**config.mk**
```make
export PLATFORM = sky130hd
export DESIGN_NAME = hsl_to_rgb_converter
export DESIGN_NICKNAME = d
export VERILOG_FILES = /design/src/rtl/hsl2rgb_pkg.sv /design/src/rtl/hsl2rgb_qp.sv /design/src/rtl/hsl2rgb_ramp.sv /design/src/rtl/hsl_to_rgb_converter.sv
export SDC_FILE = /design/constraint.sdc
export NUM_CORES = 2
export LEC_CHECK = 0
export ABC_AREA = 1
export BUFFER_PORTS_ARGS = -buffer_cell sky130_fd_sc_hd__buf_4
export CORE_UTILIZATION = 50
export DETAILED_ROUTE_END_ITERATION = 8
export PLACE_DENSITY = 0.75
export SLEW_MARGIN = 40
export SYNTH_ARGS = -nofsm -noshare
export SYNTH_HDL_FRONTEND = slang
export SYNTH_SLANG_ARGS = --single-unit
```
**constraint.sdc**
```tcl
create_clock -name clk -period 13.8 [get_ports clk]
set_clock_uncertainty 0.15 [all_clocks]
set_input_delay 0.69 -clock clk [delete_from_list [all_inputs] [get_ports clk]]
set_output_delay 0.69 -clock clk [all_outputs]
set_load 0.005 [all_outputs]
```
**src/rtl/hsl2rgb_pkg.sv**
```systemverilog
// Shared types for the HSL to RGB converter pipeline.
`timescale 1ns / 1ps

package hsl2rgb_pkg;

	typedef struct packed {
		logic s1;
		logic s2;
		logic s3;
		logic s4;
		logic s5;
		logic s6;
	} stage_en_t;

endpackage

```
**src/rtl/hsl2rgb_qp.sv**
```systemverilog
// Saturation and lightness path: forms the ramp levels q and p and their difference.
`timescale 1ns / 1ps

module hsl2rgb_qp #(
	parameter int FRAC_BITS = 16
) (
	input  logic                  clk,
	input  hsl2rgb_pkg::stage_en_t en,
	input  logic [FRAC_BITS:0]    saturation,
	input  logic [FRAC_BITS:0]    lightness,
	output logic [FRAC_BITS:0]    d_s4,
	output logic [FRAC_BITS:0]    p_s5,
	output logic [FRAC_BITS:0]    q_s5,
	output logic [FRAC_BITS:0]    l_s5,
	output logic                  gray_s5
);
	import hsl2rgb_pkg::*;

	localparam int W      = FRAC_BITS + 1;
	localparam int ONE_I  = 1 << FRAC_BITS;
	localparam int HALF_I = ONE_I / 2;
	localparam logic [W-1:0] ONE  = W'(ONE_I);
	localparam logic [W-1:0] HALF = W'(HALF_I);

	logic [W-1:0]   s_sat;
	logic [W-1:0]   l_sat;
	logic [W-1:0]   s_s1, l_s1, s_s2, l_s2, l_s3, l_s4;
	logic           gray_s1, gray_s2, gray_s3, gray_s4;
	logic [2*W-1:0] ls_s2;
	logic [W:0]     ls_hi;
	logic [W:0]     q_full;
	logic [W-1:0]   q_s3, q_s4;
	logic [W:0]     two_l;
	logic [W:0]     p_full;
	logic [W-1:0]   p_new;
	logic [W-1:0]   p_s4;

	assign s_sat = (saturation > ONE) ? ONE : saturation;
	assign l_sat = (lightness > ONE) ? ONE : lightness;

	always_ff @(posedge clk) begin
		if (en.s1) begin
			s_s1    <= s_sat;
			l_s1    <= l_sat;
			gray_s1 <= (s_sat == '0);
		end
	end

	always_ff @(posedge clk) begin
		if (en.s2) begin
			ls_s2   <= (2*W)'(l_s1) * (2*W)'(s_s1);
			s_s2    <= s_s1;
			l_s2    <= l_s1;
			gray_s2 <= gray_s1;
		end
	end

	assign ls_hi = ls_s2[2*W-1:FRAC_BITS];

	always_comb begin
		if (l_s2 < HALF) begin
			q_full = {1'b0, l_s2} + ls_hi;
		end else begin
			q_full = {1'b0, l_s2} + {1'b0, s_s2} - ls_hi;
		end
	end

	always_ff @(posedge clk) begin
		if (en.s3) begin
			q_s3    <= (q_full > {1'b0, ONE}) ? ONE : q_full[W-1:0];
			l_s3    <= l_s2;
			gray_s3 <= gray_s2;
		end
	end

	assign two_l  = {l_s3, 1'b0};
	assign p_full = (two_l >= {1'b0, q_s3}) ? (two_l - {1'b0, q_s3}) : '0;
	assign p_new  = (p_full > {1'b0, q_s3}) ? q_s3 : p_full[W-1:0];

	always_ff @(posedge clk) begin
		if (en.s4) begin
			q_s4    <= q_s3;
			p_s4    <= p_new;
			d_s4    <= q_s3 - p_new;
			l_s4    <= l_s3;
			gray_s4 <= gray_s3;
		end
	end

	always_ff @(posedge clk) begin
		if (en.s5) begin
			q_s5    <= q_s4;
			p_s5    <= p_s4;
			l_s5    <= l_s4;
			gray_s5 <= gray_s4;
		end
	end

endmodule

```
**src/rtl/hsl2rgb_ramp.sv**
```systemverilog
// One color channel: evaluates the piecewise-linear hue ramp for a wrapped hue argument.
`timescale 1ns / 1ps

module hsl2rgb_ramp #(
	parameter int FRAC_BITS = 16
) (
	input  logic                  clk,
	input  hsl2rgb_pkg::stage_en_t en,
	input  logic [FRAC_BITS-1:0]  t,
	input  logic [FRAC_BITS:0]    d_s4,
	input  logic [FRAC_BITS:0]    p_s5,
	input  logic [FRAC_BITS:0]    q_s5,
	input  logic [FRAC_BITS:0]    l_s5,
	input  logic                  gray_s5,
	output logic [FRAC_BITS:0]    chan_s6
);
	import hsl2rgb_pkg::*;

	localparam int W            = FRAC_BITS + 1;
	localparam int ONE_I        = 1 << FRAC_BITS;
	localparam int SIXTH_I      = (ONE_I + 3) / 6;
	localparam int HALF_I       = ONE_I / 2;
	localparam int TWO_THIRDS_I = (2 * ONE_I + 1) / 3;
	localparam logic [W-1:0]         ONE        = W'(ONE_I);
	localparam logic [FRAC_BITS-1:0] SIXTH      = FRAC_BITS'(SIXTH_I);
	localparam logic [FRAC_BITS-1:0] HALF       = FRAC_BITS'(HALF_I);
	localparam logic [FRAC_BITS-1:0] TWO_THIRDS = FRAC_BITS'(TWO_THIRDS_I);

	typedef enum logic [1:0] {
		RG_RISE,
		RG_HIGH,
		RG_FALL,
		RG_LOW
	} region_t;

	logic [FRAC_BITS-1:0] t_s1;
	logic [FRAC_BITS-1:0] fall_arg;
	logic [FRAC_BITS+2:0] rise6;
	logic [FRAC_BITS+2:0] fall6;
	region_t              region_new;
	logic [W-1:0]         m_new;
	region_t              region_s2, region_s3, region_s4, region_s5;
	logic [W-1:0]         m_s2, m_s3, m_s4;
	logic [2*W-1:0]       prod_s5;
	logic [FRAC_BITS+2:0] sum;
	logic [W-1:0]         sum_sat;
	logic [W-1:0]         chan_new;

	always_ff @(posedge clk) begin
		if (en.s1) begin
			t_s1 <= t;
		end
	end

	assign fall_arg = TWO_THIRDS - t_s1;
	assign rise6    = (FRAC_BITS+3)'(t_s1) * (FRAC_BITS+3)'(6);
	assign fall6    = (FRAC_BITS+3)'(fall_arg) * (FRAC_BITS+3)'(6);

	always_comb begin
		m_new = '0;
		priority if (t_s1 < SIXTH) begin
			region_new = RG_RISE;
			m_new      = rise6[W-1:0];
		end else if (t_s1 < HALF) begin
			region_new = RG_HIGH;
		end else if (t_s1 < TWO_THIRDS) begin
			region_new = RG_FALL;
			m_new      = fall6[W-1:0];
		end else begin
			region_new = RG_LOW;
		end
	end

	always_ff @(posedge clk) begin
		if (en.s2) begin
			region_s2 <= region_new;
			m_s2      <= m_new;
		end
		if (en.s3) begin
			region_s3 <= region_s2;
			m_s3      <= m_s2;
		end
		if (en.s4) begin
			region_s4 <= region_s3;
			m_s4      <= m_s3;
		end
		if (en.s5) begin
			region_s5 <= region_s4;
			prod_s5   <= (2*W)'(d_s4) * (2*W)'(m_s4);
		end
	end

	assign sum     = (FRAC_BITS+3)'(p_s5) + (FRAC_BITS+3)'(prod_s5[2*W-1:FRAC_BITS]);
	assign sum_sat = (sum > (FRAC_BITS+3)'(ONE)) ? ONE : sum[W-1:0];

	always_comb begin
		if (gray_s5) begin
			chan_new = l_s5;
		end else begin
			unique case (region_s5)
				RG_RISE: chan_new = sum_sat;
				RG_HIGH: chan_new = q_s5;
				RG_FALL: chan_new = sum_sat;
				RG_LOW:  chan_new = p_s5;
				default: chan_new = p_s5;
			endcase
		end
	end

	always_ff @(posedge clk) begin
		if (en.s6) begin
			chan_s6 <= chan_new;
		end
	end

endmodule

```
**src/rtl/hsl_to_rgb_converter.sv**
```systemverilog
// Top level of the pipelined HSL to RGB pixel converter.
// The converter takes one pixel per clock unless the output side stalls with the pipeline
// full, and returns its RGB result through six register stages. The six register stages
// are input saturation, the lightness-saturation product, q, p and the ramp slope, the
// per-channel slope multiply, and the output register. A stall holds only the stages that
// are full, so bubbles are squeezed out and the input stalls only when all six are occupied.
`timescale 1ns / 1ps

module hsl_to_rgb_converter #(
	parameter int FRAC_BITS = 16
) (
	input  logic                 clk,
	input  logic                 arst_n,
	input  logic                 in_valid,
	output logic                 in_stall,
	input  logic [FRAC_BITS-1:0] hue,
	input  logic [FRAC_BITS:0]   saturation,
	input  logic [FRAC_BITS:0]   lightness,
	input  logic [FRAC_BITS:0]   alpha_in,
	output logic                 out_valid,
	input  logic                 out_stall,
	output logic [FRAC_BITS:0]   red,
	output logic [FRAC_BITS:0]   green,
	output logic [FRAC_BITS:0]   blue,
	output logic [FRAC_BITS:0]   alpha_out
);
	import hsl2rgb_pkg::*;

	localparam int W       = FRAC_BITS + 1;
	localparam int ONE_I   = 1 << FRAC_BITS;
	localparam int THIRD_I = (ONE_I + 1) / 3;
	localparam logic [W-1:0]         ONE       = W'(ONE_I);
	localparam logic [FRAC_BITS-1:0] THIRD     = FRAC_BITS'(THIRD_I);
	localparam logic [FRAC_BITS-1:0] NEG_THIRD = FRAC_BITS'(ONE_I - THIRD_I);

	stage_en_t            en;
	logic                 v_s1, v_s2, v_s3, v_s4, v_s5, v_s6;
	logic [FRAC_BITS-1:0] t_red;
	logic [FRAC_BITS-1:0] t_blue;
	logic [W-1:0]         a_sat;
	logic [W-1:0]         a_s1, a_s2, a_s3, a_s4, a_s5, a_s6;
	logic [W-1:0]         d_s4, p_s5, q_s5, l_s5;
	logic                 gray_s5;

	assign en.s6 = !v_s6 || !out_stall;
	assign en.s5 = !v_s5 || en.s6;
	assign en.s4 = !v_s4 || en.s5;
	assign en.s3 = !v_s3 || en.s4;
	assign en.s2 = !v_s2 || en.s3;
	assign en.s1 = !v_s1 || en.s2;

	assign in_stall  = !en.s1;
	assign out_valid = v_s6;

	always_ff @(posedge clk or negedge arst_n) begin
		if (!arst_n) begin
			v_s1 <= 1'b0;
			v_s2 <= 1'b0;
			v_s3 <= 1'b0;
			v_s4 <= 1'b0;
			v_s5 <= 1'b0;
			v_s6 <= 1'b0;
		end else begin
			if (en.s1) v_s1 <= in_valid;
			if (en.s2) v_s2 <= v_s1;
			if (en.s3) v_s3 <= v_s2;
			if (en.s4) v_s4 <= v_s3;
			if (en.s5) v_s5 <= v_s4;
			if (en.s6) v_s6 <= v_s5;
		end
	end

	assign a_sat = (alpha_in > ONE) ? ONE : alpha_in;

	always_ff @(posedge clk) begin
		if (en.s1) a_s1 <= a_sat;
		if (en.s2) a_s2 <= a_s1;
		if (en.s3) a_s3 <= a_s2;
		if (en.s4) a_s4 <= a_s3;
		if (en.s5) a_s5 <= a_s4;
		if (en.s6) a_s6 <= a_s5;
	end

	assign alpha_out = a_s6;

	assign t_red  = hue + THIRD;
	assign t_blue = hue + NEG_THIRD;

	hsl2rgb_qp #(
		.FRAC_BITS (FRAC_BITS)
	) u_qp (
		.clk        (clk),
		.en         (en),
		.saturation (saturation),
		.lightness  (lightness),
		.d_s4       (d_s4),
		.p_s5       (p_s5),
		.q_s5       (q_s5),
		.l_s5       (l_s5),
		.gray_s5    (gray_s5)
	);

	hsl2rgb_ramp #(
		.FRAC_BITS (FRAC_BITS)
	) u_ramp_red (
		.clk     (clk),
		.en      (en),
		.t       (t_red),
		.d_s4    (d_s4),
		.p_s5    (p_s5),
		.q_s5    (q_s5),
		.l_s5    (l_s5),
		.gray_s5 (gray_s5),
		.chan_s6 (red)
	);

	hsl2rgb_ramp #(
		.FRAC_BITS (FRAC_BITS)
	) u_ramp_green (
		.clk     (clk),
		.en      (en),
		.t       (hue),
		.d_s4    (d_s4),
		.p_s5    (p_s5),
		.q_s5    (q_s5),
		.l_s5    (l_s5),
		.gray_s5 (gray_s5),
		.chan_s6 (green)
	);

	hsl2rgb_ramp #(
		.FRAC_BITS (FRAC_BITS)
	) u_ramp_blue (
		.clk     (clk),
		.en      (en),
		.t       (t_blue),
		.d_s4    (d_s4),
		.p_s5    (p_s5),
		.q_s5    (q_s5),
		.l_s5    (l_s5),
		.gray_s5 (gray_s5),
		.chan_s6 (blue)
	);

`ifndef NO_ASSERTIONS
	a_stall_only_when_full: assert property (@(posedge clk) disable iff (!arst_n)
		in_stall |-> (v_s1 && v_s2 && v_s3 && v_s4 && v_s5 && v_s6))
		else $error("input stalled while a pipeline stage is empty");

	a_accept_fills_s1: assert property (@(posedge clk) disable iff (!arst_n)
		(in_valid && !in_stall) |=> v_s1)
		else $error("accepted request did not reach the first stage");

	a_result_in_range: assert property (@(posedge clk) disable iff (!arst_n)
		out_valid |-> (red <= ONE) && (green <= ONE) && (blue <= ONE) && (alpha_out <= ONE))
		else $error("result channel above full scale");
`endif

endmodule

```
==> impl_metrics.tcl <==
set metrics [dict create \
    utilization_pct 54.2 \
    cp.required_ns 14.08 \
    synth_area_um2 73400 \
    gr-usage-all-layers_pct 27.3 \
    antenna_found_initial 10 \
    cts-root-buf "clkbuf_16" \
    drc 0 \
    first_pass_iters 7 \
    cpMaxStageDelayCell "buf_4" \
    die_h_um 385 \
    syn-num-nets 10100 \
    ys_seq_area_share_pct 27.4 \
    chipWidth_um 385 \
    status "finished clean" \
    cp-end-kind "register" \
    io_pins 141 \
    grt_pass1_wl_um 313000 \
    gp_congestion 0.976 \
    numCtsBuffers 75 \
    finalCritPeriodShare_pct 49.7 \
    setup_tns_ns 0 \
    drt-vias-per-instance 5.37 \
    crit_path_max_incr_delay_ns 0.63 \
    synth_common_cells "inv_1 (2030), nand2_1 (1920), fa_1 (872), ha_1 (742), edfxtp_1 (666)" \
    via_count 55500 \
    core_um2 146000 \
    synth.top_cell.area_share_pct 27.2 \
    drt_iter0_drc 4345 \
    worst_pin_slew_ns 0.916 \
    hold_class "in -> reg" \
    hold_viol 0 \
    rsz0062_at_grt "no" \
    ys_seq_elements 672 \
    critPathKind "reg -> reg" \
    startpoint_type "register" \
    yosysMostFrequentCell "inv_1" \
    synth_area_per_cell_um2 8.76 \
    slew_violations 0 \
    dr_wl_met2_um 93600 \
    setup_violations 0 \
    drive_above_1_share_pct 4.72 \
    highest_layer "met5" \
    core.rowCount 140 \
    htreeDepth 3 \
    ys.warnings.count 0 \
    ys_types 68 \
    routedWlPerCell_um 19.4 \
    synth.area.top_cells "edfxtp_1 (27%), fa_1 (24%), ha_1 (13%)" \
    final.min_clock_period_ns 6.86 \
    gr-total-overflow 0 \
    clk_latency_ns 0.69 \
    hpwlAfterDp_um 157000 \
    syn-instance-count 8378 \
    path_max_fanout 48 \
    clockBufferDepth 3 \
    cp.arrival_ns 7.14 \
    clock.fmax_mhz 146 \
    grt_pass1_vias 57200 \
    yosys_most_used_dff "edfxtp_1" \
    syn_to_final_growth_pct 7.61 \
    antenna_left 0 \
    grt_max_degree 72 \
    yosys.area.top_type "edfxtp_1" \
    start_util_pct 50.4 \
    drt-total-wl_um 200000 \
    dieArea_um2 148000 \
    async_reset_ff_share_pct 0.893 \
    slew_headroom_pct 39.0 \
    synth_edf_count 666 \
    dr_wl_met3_um 16000 \
    clkTransAtPathRegs_ns 0.07 \
    cts_sinks 672 \
    io_buffers 140 \
    diodes 0 \
    m1WireLength_um 82600 \
    final_nets 10000 \
    cts_resized 0 \
    fillers 13000 \
    drv_cap 0 \
    cts_tree "yes" \
]
[cells by family (layout without fill, tap and decap cells)]
group	count (synthesis)	in the layout	synth area share, %
AND/OR/NAND/NOR	2651	2651	14.5
buffers and inverters	2338	2372	12.0
adder cells (fa/ha/maj)	1614	1614	36.4
AO/OA/AOI/OAI	856	856	6.65
flip-flops	672	672	27.4
XOR/XNOR	245	245	2.93
multiplexers	2	2	0.0273
[metal layers]
layer  global-route usage [%]  up-vias
met5                        0        -
met4                     10.9        4
met3                     4.53      373
met2                     44.5     2331
met1                     36.2    27100
li1                         -    25700
[state kept, by name, indices dropped and copies added (netlist names), 18 cells and up]
register,cells
u_ramp_blue.prod_s5,18
u_ramp_green.prod_s5,18
u_ramp_red.prod_s5,18
u_qp.ls_s2,18
[final cells by class]
cell class | count | area [µm²] | area share [%]
clock buffer | 87 | 2010 | 2.54
clock inverter | 53 | 776 | 0.982
inverter | 2043 | 7690 | 9.73
multi-input combinational | 5368 | 44500 | 56.3
sequential | 672 | 20100 | 25.5
tap | 1917 | 2400 | 3.04
timing repair buffer | 189 | 1520 | 1.92
[final timing paths]
kind                                               startpoint                           endpoint  slack [ns]  depth (start not counted)
min in group asynchronous                              arst_n              out_valid$_DFFE_PN0P_        0.22                          2
worst min-delay path                           saturation[16]            u_qp.s_s1[16]$_DFFE_PN_        0.05                          1
max in group asynchronous                              arst_n                   v_s2$_DFFE_PN0P_       13.15                          2
worst max register to register         u_qp.d_s4[9]$_DFFE_PP_  u_ramp_blue.prod_s5[27]$_DFFE_PP_        6.94                         26
worst min register to register  u_ramp_blue.m_s2[9]$_DFFE_PP_      u_ramp_blue.m_s3[9]$_DFFE_PP_        0.25                          0
worst max-delay path                   u_qp.d_s4[9]$_DFFE_PP_  u_ramp_blue.prod_s5[27]$_DFFE_PP_        6.94                         26
[per-stage QoR]
| stage | setup WS, ns | instance area (µm²) | hold slack [ns] | instances |
|---|---|---|---|---|
| after floorplan | 0.532 | 73400 | 0.244 | 8378 |
| after global placement | 7.06 | 76000 | 0.251 | 10200 |
| after detailed placement | 7.01 | 76000 | 0.255 | 10200 |
| after CTS | 6.98 | 78800 | 0.00939 | 10300 |
| after global routing | 6.32 | 79000 | 0.0391 | 10300 |
| final | 6.94 | 79000 | 0.0542 | 10300 |
[worst max-delay path: cells and delay by family (launching register included)]
family	cells	cell delay, ns
fa+ha+maj	7	3.32
buf+inv	7	0.96
compound gates	5	0.98
xor+xnor	1	0.15
flops	1	0.42
simple gates	6	0.59
[cells in the final DEF, fill, tap and decap left out, drive strengths merged, types with 23 or more instances in the layout]
cell type  netlist  routed
o21bai          30      30
inv           2040    2049
o21ai          242     242
xor2           182     182
edfxtp         666     666
nor4            24      24
a21o            24      24
fa             872     872
xnor2           63      63
nand3          199     199
nand2         1931    1931
o22ai           61      61
a21oi          387     387
or2             23      23
nor3            37      37
clkbuf         255      87
clkinv           3      26
buf             40     188
nand4           51      51
nor2           368     368
ha             742     742
[timing repair]
item / CTS / global route
hold endpoints to repair: 6 / 0
buffers inserted: 0 / 0
hold buffers: 1 / 0
Power is left out: the tool's default activity adds up to more than one toggle a clock period on the data nets, which glitch-free logic cannot reach.
